--- config.mk ---
export PLATFORM = sky130hd
export DESIGN_NAME = ahwt_divider
export DESIGN_NICKNAME = d
export VERILOG_FILES = /design/src/rtl/ahwt_pkg.sv /design/src/rtl/ahwt_divider.sv
export SDC_FILE = /design/constraint.sdc
export NUM_CORES = 1
export LEC_CHECK = 0
export ABC_CLOCK_PERIOD_IN_PS = 3600
export BUFFER_PORTS_ARGS = -buffer_cell sky130_fd_sc_hd__buf_2
export CAP_MARGIN = 20
export CORE_ASPECT_RATIO = 1.5
export CORE_MARGIN = 8
export CORE_UTILIZATION = 49
export DETAILED_ROUTE_END_ITERATION = 16
export PLACE_DENSITY = 0.76
export SLEW_MARGIN = 15
export SYNTH_ARGS = -nofsm -noshare
export SYNTH_HDL_FRONTEND = slang
export SYNTH_SLANG_ARGS = --single-unit
--- constraint.sdc ---
create_clock -name aclk -period 3.6 [get_ports aclk]
set_clock_uncertainty 0.2 [all_clocks]
set_input_delay 0.72 -clock aclk [delete_from_list [all_inputs] [get_ports aclk]]
set_output_delay 0.72 -clock aclk [all_outputs]
set_load 0.005 [all_outputs]
--- src/rtl/ahwt_pkg.sv ---
package ahwt_pkg;

    localparam int MAX_LAYERS  = 8;
    localparam int MAX_REGIONS = 64;
    localparam int LAYER_W     = 3;
    localparam int REGION_W    = 6;
    localparam int ENTRY_W     = LAYER_W + REGION_W;
    localparam int ENTRIES     = MAX_LAYERS * MAX_REGIONS;

    localparam logic [0:0] CFG_LAYER_COUNT   = 1'b0;
    localparam logic [0:0] CFG_SPEED_CEILING = 1'b1;

    localparam logic CMD_READ  = 1'b0;
    localparam logic CMD_WRITE = 1'b1;

    localparam logic [1:0] ST_GREEN  = 2'd0;
    localparam logic [1:0] ST_WHITE  = 2'd1;
    localparam logic [1:0] ST_YELLOW = 2'd2;

    typedef struct packed {
        logic        cmd;
        logic [2:0]  layer;
        logic [5:0]  region;
        logic [19:0] observed_rate;
        logic        jarring;
    } req_t;

    typedef struct packed {
        logic       ignored;
        logic [9:0] quality;
        logic [9:0] pressure;
        logic [9:0] press_peak;
        logic [9:0] qual_mean;
        logic [9:0] press_mean;
        logic [9:0] layer_health;
        logic [1:0] layer_state;
    } rsp_t;

    typedef enum logic [3:0] {
        S_CLEAR, S_IDLE, S_READ, S_DIV, S_CALC, S_JAR, S_HEALTH, S_OUT
    } state_t;

    function automatic logic [31:0] sat_inc(input logic [31:0] v);
        return (v == 32'hFFFF_FFFF) ? v : v + 32'd1;
    endfunction

    function automatic logic [9:0] eighth_step(input logic [9:0] avg, input logic [9:0] s);
        logic signed [11:0] d;
        logic signed [11:0] r;
        d = $signed({2'b00, s}) - $signed({2'b00, avg});
        r = $signed({2'b00, avg}) + (d >>> 3);
        return r[9:0];
    endfunction

endpackage

--- src/rtl/ahwt_divider.sv ---
module ahwt_divider (
    input  logic        aclk,
    input  logic        aresetn,
    input  logic        start,
    input  logic [29:0] dividend,
    input  logic [19:0] divisor,
    output logic        done,
    output logic [29:0] quotient
);
    import ahwt_pkg::*;

    logic [29:0] q_reg, q_next;
    logic [20:0] rem_reg, rem_next;
    logic [4:0]  cnt_reg, cnt_next;
    logic        busy_reg, busy_next;
    logic [20:0] trial;

    always_comb begin
        q_next    = q_reg;
        rem_next  = rem_reg;
        cnt_next  = cnt_reg;
        busy_next = busy_reg;
        trial     = {rem_reg[19:0], q_reg[29]};
        if (start) begin
            q_next    = dividend;
            rem_next  = '0;
            cnt_next  = 5'd29;
            busy_next = 1'b1;
        end else if (busy_reg) begin
            if (trial >= {1'b0, divisor}) begin
                rem_next = trial - {1'b0, divisor};
                q_next   = {q_reg[28:0], 1'b1};
            end else begin
                rem_next = trial;
                q_next   = {q_reg[28:0], 1'b0};
            end
            cnt_next = cnt_reg - 5'd1;
            if (cnt_reg == 5'd0) begin
                busy_next = 1'b0;
            end
        end
    end

    always_ff @(posedge aclk) begin
        if (!aresetn) begin
            busy_reg <= 1'b0;
        end else begin
            busy_reg <= busy_next;
        end
        q_reg   <= q_next;
        rem_reg <= rem_next;
        cnt_reg <= cnt_next;
    end

    assign done     = busy_reg && (cnt_reg == 5'd0);
    assign quotient = q_next;
endmodule

## Yosys cells after proc, flatten, opt, wreduce, memory -nomap -nowiden

Cells that the tools add are included.

- Register bits after elaboration: 56
- Bits of input ports: 53
- Output and inout bits: 31

- Order comparisons: 1
- Add/subtract/negate cells: 2
- Reduce and logical (&&, ||, !) cells: 2
- Multiplexer cells: 7

Operators with widths:

| cell | count |
|---|---|
| 30-bit 2-to-1 mux | 2 |
| 21-bit by 20-bit >= comparator with 1-bit output | 1 |
| 20-bit 2-to-1 mux | 1 |
| 20-bit subtractor | 1 |
| 5-bit zero test | 1 |
| 5-bit by 1-bit subtractor with 5-bit output (second input constant) | 1 |
| 1-bit 2-to-1 mux | 4 |
| 1-bit logical AND | 1 |

## Longest topological paths before layout

Gate-level depths: netlist (run 1).

- Depth after elaboration: 4
- Mapped depth: 11
- Gate-level depth less buffers: 11

## Least setup slack after synthesis (run 1)

No wires, ideal clock.

- Kind: in2out
- Start: input port divisor[4]
- End: output port quotient[0]
- Data required time: 2.680 ns
- Slack: -0.007 ns
- Stages on the path: 10
- Arrival time: 2.687 ns
- Cell sequence: inv_1 -> ha_1 -> a21o_1 -> a31oi_1 -> and2_1 -> o21ai_1 -> a211oi_4 -> buf_2 -> a211oi_1 -> a21o_1

- Longest elaborated chain between the ends: 4

Ends and longest elaborated chain:

| item | RTL line | text |
|---|---|---|
| start, declared | ahwt_divider.sv:6 | `input logic [19:0] divisor,` |
| 21-bit by 20-bit >= comparator with 1-bit output | ahwt_divider.sv:30 | `if (trial >= {1'b0, divisor}) begin` |
| 1-bit 2-to-1 mux | ahwt_divider.sv:30 |  |
| 30-bit 2-to-1 mux | ahwt_divider.sv:29 | `end else if (busy_reg) begin` |
| 30-bit 2-to-1 mux | ahwt_divider.sv:24 | `if (start) begin` |
| end, declared | ahwt_divider.sv:8 | `output logic [29:0] quotient` |

Every way passes these cells.

## Worst setup path in the final report (run 1)

- Start: input port divisor[17]
- End: output port quotient[0]

The elaborated chain is that of the path after synthesis.

==> flow_summary.yaml, run 1 <==
global_routing:
  grt_remaining_overflow: 0
  grt_pass1_vias: 3459
  grt_usage: 0.175
  grt_max_degree: 70
  antenna_found_initial: 0
  grt_pass1_wl_mm: 14.9
clock_network:
  cts_tree: "done"
  insertion_delay_ns: 0.32
  cts-buffers-inserted: 5
  cts_buffer_depth: 2
  hold_buffers: 0
  cts.sinks: 56
  cts.repair.resized: 0
  htreeDepth: 2
  postCtsSetupBuffers: 0
  cts_root_buffer: "clkbuf_8"
  clkTransAtPathRegs_ns: 0.10
floorplanning:
  ios: 84
  fp-row-count: 38
  core_um2: 7130
  fp.dieW_um: 85.4
  die_area_um2: 10300
  dieHeight_um: 120
  initial_utilization: 0.496
synthesis:
  ys_ff_latch: 56
  syn_avg_cell_area_um2: 8.37
  synth_area_leaders: "dfxtp_1 32%, mux2i_1 12%, ha_1 7.4%, nand2_1 5.3%, o21ai_0 4.8%"
  ys_warn_count: 0
  synth_largest_area_cell: "dfxtp_1"
  yosysSeqAreaShare: 0.317
  ys_types: 52
  yosysTopAreaCellShare: 0.317
  ys.flop_type: "dfxtp_1"
  synth_mux_area_frac: 0.116
  synth_compound_gate_area_share: 0.216
  netlist_instances: 423
  synth_async_sr_flop_share: 0
  synthAdderAreaFrac: 0.0799
  synth_xor_area_frac: 0.0495
  synth_common_cells: "56 x dfxtp_1, 50 x nand2_1, 41 x mux2i_1"
  synth_nets: 498
  synth_top_family_by_area: "compound AO/OA/AOI/OAI gates"
  synth_edf_count: 0
  yosys.area_share.simple: 0.156
  synthMostInstantiatedCell: "dfxtp_1"
  syn_area_um2: 3540
finish:
  drive_gt1_frac: 0.272
  seq_area_um2: 1120
  largest_reg_flops: 30
  nets: 593
  antenna_cells: 0
  multi_input_area_um2: 2270
  area_growth_pct: 22.7
  num-fill-cells: 649
  fin_cells: 599
timing:
  min_period_ns: 3.48
  worst_slack_ns: 0.116
  fin_crit_sh: 0.968
  hold_viol: 0
  grt_setup_unrepaired: "no"
  fmax_mhz: 287
  tns_ns: 0
  max_slew.worst_pin.slew_ns: 1.01
  setup_violations: 0
  relSlewSlack: 0.328
  drv_slew: 0
worst_hold_path:
  worstHoldPathType: "reg -> reg"
detailed_routing:
  viasPerCell: 5.46
  wl_per_cell_um: 14.6
  dr_total_vias: 3271
  met1_length_mm: 3.76
  drc: 0
  met3WireLength_um: 519
  highest-signal-layer: "met4"
  drt-pass1-iter-count: 4
  antenna_left: 0
  met2_length_mm: 4.27
  drt_iter0_drc: 130
  wl_mm: 8.73
critical_path:
  required_ns: 2.68
  end_kind: "output pin"
  path_class: "in -> out"
  crit_path_cell_trace: "buf_2, inv_1, ha_4, buf_4, nand2_1, o21ai_0, o21ai_1, o311ai_4, a211oi_4, a211oi_2, a21o_1, buf_2"
  crit_fanout: 4
  reg2reg_setup_slack_ns: 0.58
  cp_top_family: "compound AO/OA/AOI/OAI gates"
  slowest_stage: "a211oi_4"
  start_kind: "input pin"
  slowest_delay_ns: 0.31
  crit_path_frequent_cell: "buf_2"
  critical_path_buf_inv_count: 4
  cp.arrival_ns: 2.56
placement:
  preCtsSetupSlack_ns: 0.00803
  dp.cells: 591
  io_buffers: 83
  gp_congestion: 0.944
  dpl.hpwl_mm: 6.75
pwr:
  power_density_nw_per_um2: 372
  worst_ir_drop_vdd_mv: 0.350
  p_leak_nw: 2.12
run:
  cap_violations: 0
outcome:
  status: "finished, final reports clean"
[per-layer routing]
metal / GRT usage / vias to the layer above
li1: - / 1705
met1: 0.190 / 1464
met2: 0.308 / 89
met3: 0.0527 / 13
met4: 0.0694 / 0
met5: 0 / -
[worst reg2reg max path, delay by kind of cell (launching register included)]
family	cells	cell delay, ns
AO/OA/AOI/OAI	4	0.94
AND/OR/NAND/NOR	2	0.79
adder cells (fa/ha/maj)	2	0.56
flip-flops	1	0.34
buffers and inverters	2	0.10
[report_power, final]
part | switching (mW) | leakage (nW) | internal (mW)
Clock | 0.218 | 0.0462 | 0.143
Sequential | 0.0489 | 0.467 | 0.679
Combinational | 0.264 | 1.61 | 0.264
[cell usage in the layout (no fill, tap or decap), types with 3 or more instances in the layout]
| master | instances |
|---|---|
| o21ai_0 | 34 |
| clkbuf_8 | 5 |
| mux2i_1 | 41 |
| a211oi_1 | 16 |
| buf_2 | 83 |
| a31oi_1 | 5 |
| dfxtp_1 | 55 |
| and4_1 | 3 |
| o21ai_1 | 3 |
| nand3_1 | 3 |
| xor2_1 | 8 |
| xnor2_1 | 12 |
| nand4_1 | 6 |
| ha_4 | 5 |
| nand2_1 | 50 |
| a21oi_1 | 13 |
| buf_4 | 33 |
| nor2_1 | 31 |
| a311oi_1 | 4 |
| nor3_1 | 5 |
| ha_1 | 16 |
| a21o_1 | 9 |
| inv_1 | 27 |
| o21a_1 | 8 |
| and3_1 | 4 |
[kinds of logic after synthesis]
family | Yosys count
xor+xnor | 20
flops | 56
buf+inv | 55
mux | 41
compound gates | 111
fa+ha+maj | 22
simple gates | 118
[metrics by stage]
stage | instance area, um^2 | util | power (mW) | hold WS (ns)
after detailed placement | 4170 | 0.585 | 1.25 | 0.291
after floorplan | 3550 | - | 1.07 | 0.267
after global routing | 4340 | 0.609 | 1.72 | 0.330
after CTS | 4260 | 0.598 | 1.62 | 0.306
after global placement | 4170 | 0.585 | 1.24 | 0.284
final | 4340 | 0.609 | 1.62 | 0.306
[final cells by class]
class	count	area share
well taps	80	0.0230
inverters	27	0.0233
clock inverters	2	0.00403
clock buffers	6	0.0167
multi-input cells	312	0.522
repair buffers	116	0.153
flip-flops and latches	56	0.258
[worst paths after layout]
path	cells after the start	from	end
max reg2reg	10	q_reg[29]	rem_reg[14]
min	2	cnt_reg[1]	cnt_reg[1]
max	12	divisor[17]	quotient[0]
min reg2reg	2	cnt_reg[1]	cnt_reg[1]
Power figures use the tool's default switching activity.
==> run 2, diff against run 1 <==
- ABC_AREA: default -> 1
- CORE_UTILIZATION: 49 -> 50
==> run 2 against run 1 <==
  * Total power is 10% lower
  * Sequential power down 5.9%
  * Core utilization is 1.3 points lower
  * Setup slack better by 0.19 ns
  * Cell area grew 4.4%
  * Critical path depth grew 2
  * Highest routed layer unchanged
  * Synthesized area grew 10%
  * Register-to-register slack better by 0.62 ns
==> flow_summary.yaml, run 2 <==
timing:
  setup_violations: 0
  relSlewSlack: 0.584
  fin_crit_sh: 0.915
  max_slew.worst_pin.slew_ns: 0.624
  fmax_mhz: 304
  tns_ns: 0
  hold_viol: 0
  min_period_ns: 3.29
  drv_slew: 0
  hold_ws_ns: 0.278
  grt_setup_unrepaired: "no"
global_routing:
  grt_pass1_wl_mm: 17.7
  grt_max_degree: 62
  grt_pass1_vias: 4066
  grt_remaining_overflow: 0
  grt_usage: 0.196
  antenna_found_initial: 0
critical_path:
  path_class: "in -> out"
  end_kind: "output pin"
  r2r_cells: 14
  cp.arrival_ns: 2.37
  crit_fanout: 12
  required_ns: 2.68
  reg2reg_setup_slack_ns: 1.20
  start_kind: "input pin"
pwr:
  p_seq_frac: 0.471
  power_density_nw_per_um2: 321
  internal_power_mw: 1.06
  switchingPower_uw: 397
  pwr-share-comb: 0.200
  p_leak_nw: 2.56
  worst_ir_drop_vdd_mv: 0.440
  switching_share: 0.273
  clkPwrFrac: 0.329
finish:
  largest_reg_flops: 30
  antenna_cells: 0
  post-route-util: 0.595
  num-fill-cells: 794
  mostFrequentLayoutCell: "nand2_1"
  area_growth_pct: 15.9
  mostFrequentLayoutCells: "186 x nand2_1, 87 x inv_1, 83 x buf_2"
  drive_gt1_frac: 0.175
  nets: 781
synthesis:
  synth_top_family_by_area: "simple AND/OR/NAND/NOR gates"
  synth_xor_area_frac: 0.0202
  ys_types: 35
  ys_ff_latch: 56
  yosysSeqAreaShare: 0.287
  synthMostInstantiatedCell: "nand2_1"
  synth_async_sr_flop_share: 0
  yosys.area_share.simple: 0.376
  synth_area_leaders: "dfxtp_1 29%, nand2_1 18%, a21oi_1 10%, inv_1 8.4%, nand3_1 6.8%"
  syn_avg_cell_area_um2: 6.19
  netlist_instances: 632
  ys.flop_type: "dfxtp_1"
  yosysTopAreaCellShare: 0.287
  synthAdderAreaFrac: 0.0723
  ys_warn_count: 0
  syn_area_um2: 3910
  synth_common_cells: "186 x nand2_1, 87 x inv_1, 78 x a21oi_1"
  synth_edf_count: 0
  synth_nets: 707
  synth_compound_gate_area_share: 0.122
  synth_mux_area_frac: 0
  synth_largest_area_cell: "dfxtp_1"
clock_network:
  htreeDepth: 2
  cts-buffers-inserted: 5
  cts_buffer_depth: 2
  cts.sinks: 56
  postCtsSetupBuffers: 0
  clkTransAtPathRegs_ns: 0.06
  cts_tree: "done"
  hold_buffers: 0
  insertion_delay_ns: 0.29
  cts_root_buffer: "clkbuf_16"
  cts.repair.resized: 0
detailed_routing:
  drc: 0
  drt_iter0_drc: 251
  viasPerCell: 5.05
  wl_mm: 10.6
  antenna_left: 0
  drt-pass1-iter-count: 4
  wl_per_cell_um: 13.1
  dr_total_vias: 4082
placement:
  io_buffers: 83
  gp_congestion: 0.915
  dpl.hpwl_mm: 8.36
floorplanning:
  core_um2: 7610
  initial_utilization: 0.514
  fp-row-count: 39
  die_area_um2: 11000
  ios: 84
  fp.dieW_um: 88.2
  dieHeight_um: 124
worst_hold_path:
  min_path_cells: 2
  worstHoldPathType: "reg -> reg"
outcome:
  status: "finished, final reports clean"
run:
  cap_violations: 0
## run 2: layout make-up
class	instances	area [um^2]	share of cell area
Clock buffer	8	146	0.0323
Multi-Input combinational cell	459	2310	0.509
Tap cell	102	128	0.0282
Timing Repair Buffer	92	483	0.107
Inverter	92	345	0.0762
Sequential cell	56	1120	0.248
## run 2: metal layers
metal / track usage / vias to the layer above / part of all wire
li1: - / 2139 / -
met1: 0.211 / 1811 / 0.41
met2: 0.345 / 114 / 0.50
met3: 0.0522 / 18 / 0.069
met4: 0.0801 / 0 / 0.029
met5: 0 / - / 0
## run 2: final timing paths
path                                  from           to
worst max register to register  rem_reg[6]  rem_reg[15]
worst max-delay path            divisor[8]  quotient[0]
worst min register to register   q_reg[14]    q_reg[14]
worst min-delay path             q_reg[14]    q_reg[14]
## run 2: kinds of logic after synthesis
logic type | count (synthesis)
DFF | 56
xor gates and xnor gates | 9
adders and majority gates | 22
and+or+nand+nor | 336
AOI/OAI and AO/OA | 92
buffers and inverters | 117
## run 2: stage by stage
| step | power, mW | setup WS (ns) | instance area (um^2) | std cells |
|---|---|---|---|---|
| after floorplan | 0.878 | 0.632 | 3910 | 632 |
| after global placement | 0.985 | 0.364 | 4390 | 801 |
| after detailed placement | 0.990 | 0.298 | 4390 | 801 |
| after CTS | 1.47 | 0.291 | 4530 | 809 |
| after global routing | 1.54 | 0.143 | 4530 | 809 |
| final | 1.45 | 0.307 | 4530 | 809 |
## run 2: power by group through the flow
stage,Sequential (mW),Combinational [mW],Clock (mW)
finish,0.685,0.291,0.478
global route,0.689,0.329,0.519
CTS,0.685,0.294,0.491
detailed placement,0.698,0.291,0
global placement,0.697,0.288,0
floorplan,0.693,0.185,0
## run 2: worst max-delay path, cell delays in order
cell and delay (ns):
buf_2 0.07, inv_1 0.03, ha_1 0.36, nand2_2 0.17, inv_1 0.05, nand2_1 0.06
nand2_1 0.08, a21oi_2 0.17, nand2_2 0.09, nand2_4 0.14, nand2_4 0.07, nor2_4 0.08
o21ai_0 0.11, buf_2 0.15
==> run 3, diff against run 2 <==
- ABC_CLOCK_PERIOD_IN_PS: 3600 -> 2850
- CORE_UTILIZATION: 50 -> 25
- PLACE_DENSITY: 0.76 -> 0.43
- clock period: 3.6 -> 2.85 ns (I/O delays scaled with it)
==> run 3 against run 2 <==
  * Non-clock buffer count grew 40
  * Via count is 3.3% higher
  * Clock-buffer cell count down 3
  * Sequential cell count stayed put
  * First-iteration DRC count fell by 57%
  * Wire length up 22%
  * Clock power rose by 40%
  * Sequential power increased by 27%
  * Core utilization down 25 points
  * Critical path depth is the same
  * Final cell count rose by 17%
==> flow_summary.yaml, run 3 (synthesis results as in run 2) <==
outcome:
  status: "finished, final reports clean"
finish:
  area_growth_pct: 34.9
  mostFrequentLayoutCell: "nand2_1"
  nets: 821
  mostFrequentLayoutCells: "174 x nand2_1, 83 x inv_1, 83 x buf_2"
  num-fill-cells: 1758
  drive_gt1_frac: 0.280
  largest_reg_flops: 30
  antenna_cells: 0
timing:
  tns_ns: 0
  min_period_ns: 2.74
  setup_violations: 0
  fmax_mhz: 366
  hold_viol: 0
  fin_crit_sh: 0.960
  relSlewSlack: 0.764
  max_slew.worst_pin.slew_ns: 0.354
  drv_slew: 0
critical_path:
  crit_start: "divisor[13]"
  r2r_end: "rem_reg[13]"
  reg2reg_setup_slack_ns: 0.60
  end_kind: "output pin"
  crit_fanout: 4
  path_class: "in -> out"
  start_kind: "input pin"
  required_ns: 2.08
  r2r_cells: 14
  reg2reg_from: "rem_reg[12]"
  cp.arrival_ns: 1.97
  endpoint: "quotient[0]"
run:
  cap_violations: 0
pwr:
  power.total_mw: 1.98
  worst_ir_drop_vdd_mv: 0.299
  power_density_nw_per_um2: 376
  p_leak_nw: 2.76
global_routing:
  grt_usage: 0.127
  grt_pass1_wl_mm: 20.8
  antenna_found_initial: 0
  grt_pass1_vias: 4422
  grt_max_degree: 29
  grt_remaining_overflow: 0
detailed_routing:
  dr_total_vias: 4215
  met3WireLength_um: 362
  drc: 0
  antenna_left: 0
  highest-signal-layer: "met4"
  met1_length_mm: 5.15
  drt_iter0_drc: 108
  drt-pass1-iter-count: 4
  wl_per_cell_um: 13.6
  met2_length_mm: 7.16
  viasPerCell: 4.44
  wl_mm: 12.9
floorplanning:
  fp.dieW_um: 118
  die_area_um2: 20000
  fp-row-count: 56
  ios: 84
  dieHeight_um: 169
  initial_utilization: 0.253
  core_um2: 15500
clock_network:
  cts_tree: "done"
  clkTransAtPathRegs_ns: 0.08
  cts_buffer_depth: 2
  cts_root_buffer: "clkbuf_16"
  htreeDepth: 2
  insertion_delay_ns: 0.30
  cts-buffers-inserted: 5
  cts.sinks: 56
  hold_buffers: 0
placement:
  io_buffers: 83
  gp_congestion: 0.859
  dpl.hpwl_mm: 9.98
worst_hold_path:
  worstHoldPathType: "reg -> reg"
## run 3: cell count changes in the layout (fill, tap and decap cells not counted), moves of 10 or more
cell	change
buf_4	+40
nand2_1	-12
ha_1	-18
nand2_2	+10
ha_4	+18
## run 3: metrics by stage
stage | utilization | worst slack (ns) | hold WS [ns] | cell area (um^2) | std cells
after floorplan | - | 0.182 | 0.245 | 3910 | 632
after global placement | 0.309 | -0.176 | 0.266 | 4790 | 939
after detailed placement | 0.309 | -0.147 | 0.270 | 4790 | 939
after CTS | 0.324 | 0.00357 | 0.286 | 5020 | 949
after global routing | 0.341 | -0.00366 | 0.291 | 5280 | 950
final | 0.341 | 0.115 | 0.283 | 5280 | 950
## run 3: worst min-delay path by stage
stage           startpoint    endpoint  slack, ns  depth (start not counted)
5_1_grt        dividend[0]    q_reg[0]       0.29                          3
4_1_cts          q_reg[15]   q_reg[15]       0.29                          2
3_5_place_dp     q_reg[15]   q_reg[15]       0.27                          2
6_report          q_reg[3]    q_reg[3]       0.28                          2
2_1_floorplan   cnt_reg[3]  cnt_reg[3]       0.25                          1
3_3_place_gp    cnt_reg[2]  cnt_reg[2]       0.27                          2
## run 3: what timing repair did
| action | 4_1_cts | 5_1_grt |
|---|---|---|
| setup endpoints to repair | 1 | 1 |
| setup buffers | 2 | 1 |
| gates resized for setup | 9 | 43 |
| pin swaps | 2 | 13 |
## run 3: per-layer routing
layer	up-vias	GRT usage
met5	-	0
met4	0	0.0375
met3	10	0.0180
met2	69	0.261
met1	1922	0.128
li1	2214	-
## run 3: layout make-up
type	instances	area, um^2	area share
clock inverters	3	25.0	0.00474
flip-flops and latches	56	1120	0.213
repair buffers	132	783	0.148
multi-input cells	459	2620	0.496
clock buffers	5	125	0.0237
well taps	203	254	0.0481
inverters	92	345	0.0654
## run 3: critical path, stage by stage
cell and delay (ns):
buf_2 0.08, inv_1 0.05, ha_4 0.29, nand2_2 0.07
nor2_4 0.13, nand2_2 0.07, nor2_2 0.09, nand2_1 0.06
nand2_2 0.08, nor2_4 0.05, nand2_4 0.08, nor2_4 0.04
o21ai_2 0.15, buf_2 0.14
## run 3: report_power, final
group	total [mW]	internal [mW]	switching (mW)
sequential	0.869	0.836	0.0325
combinational	0.442	0.198	0.244
clock	0.671	0.336	0.335
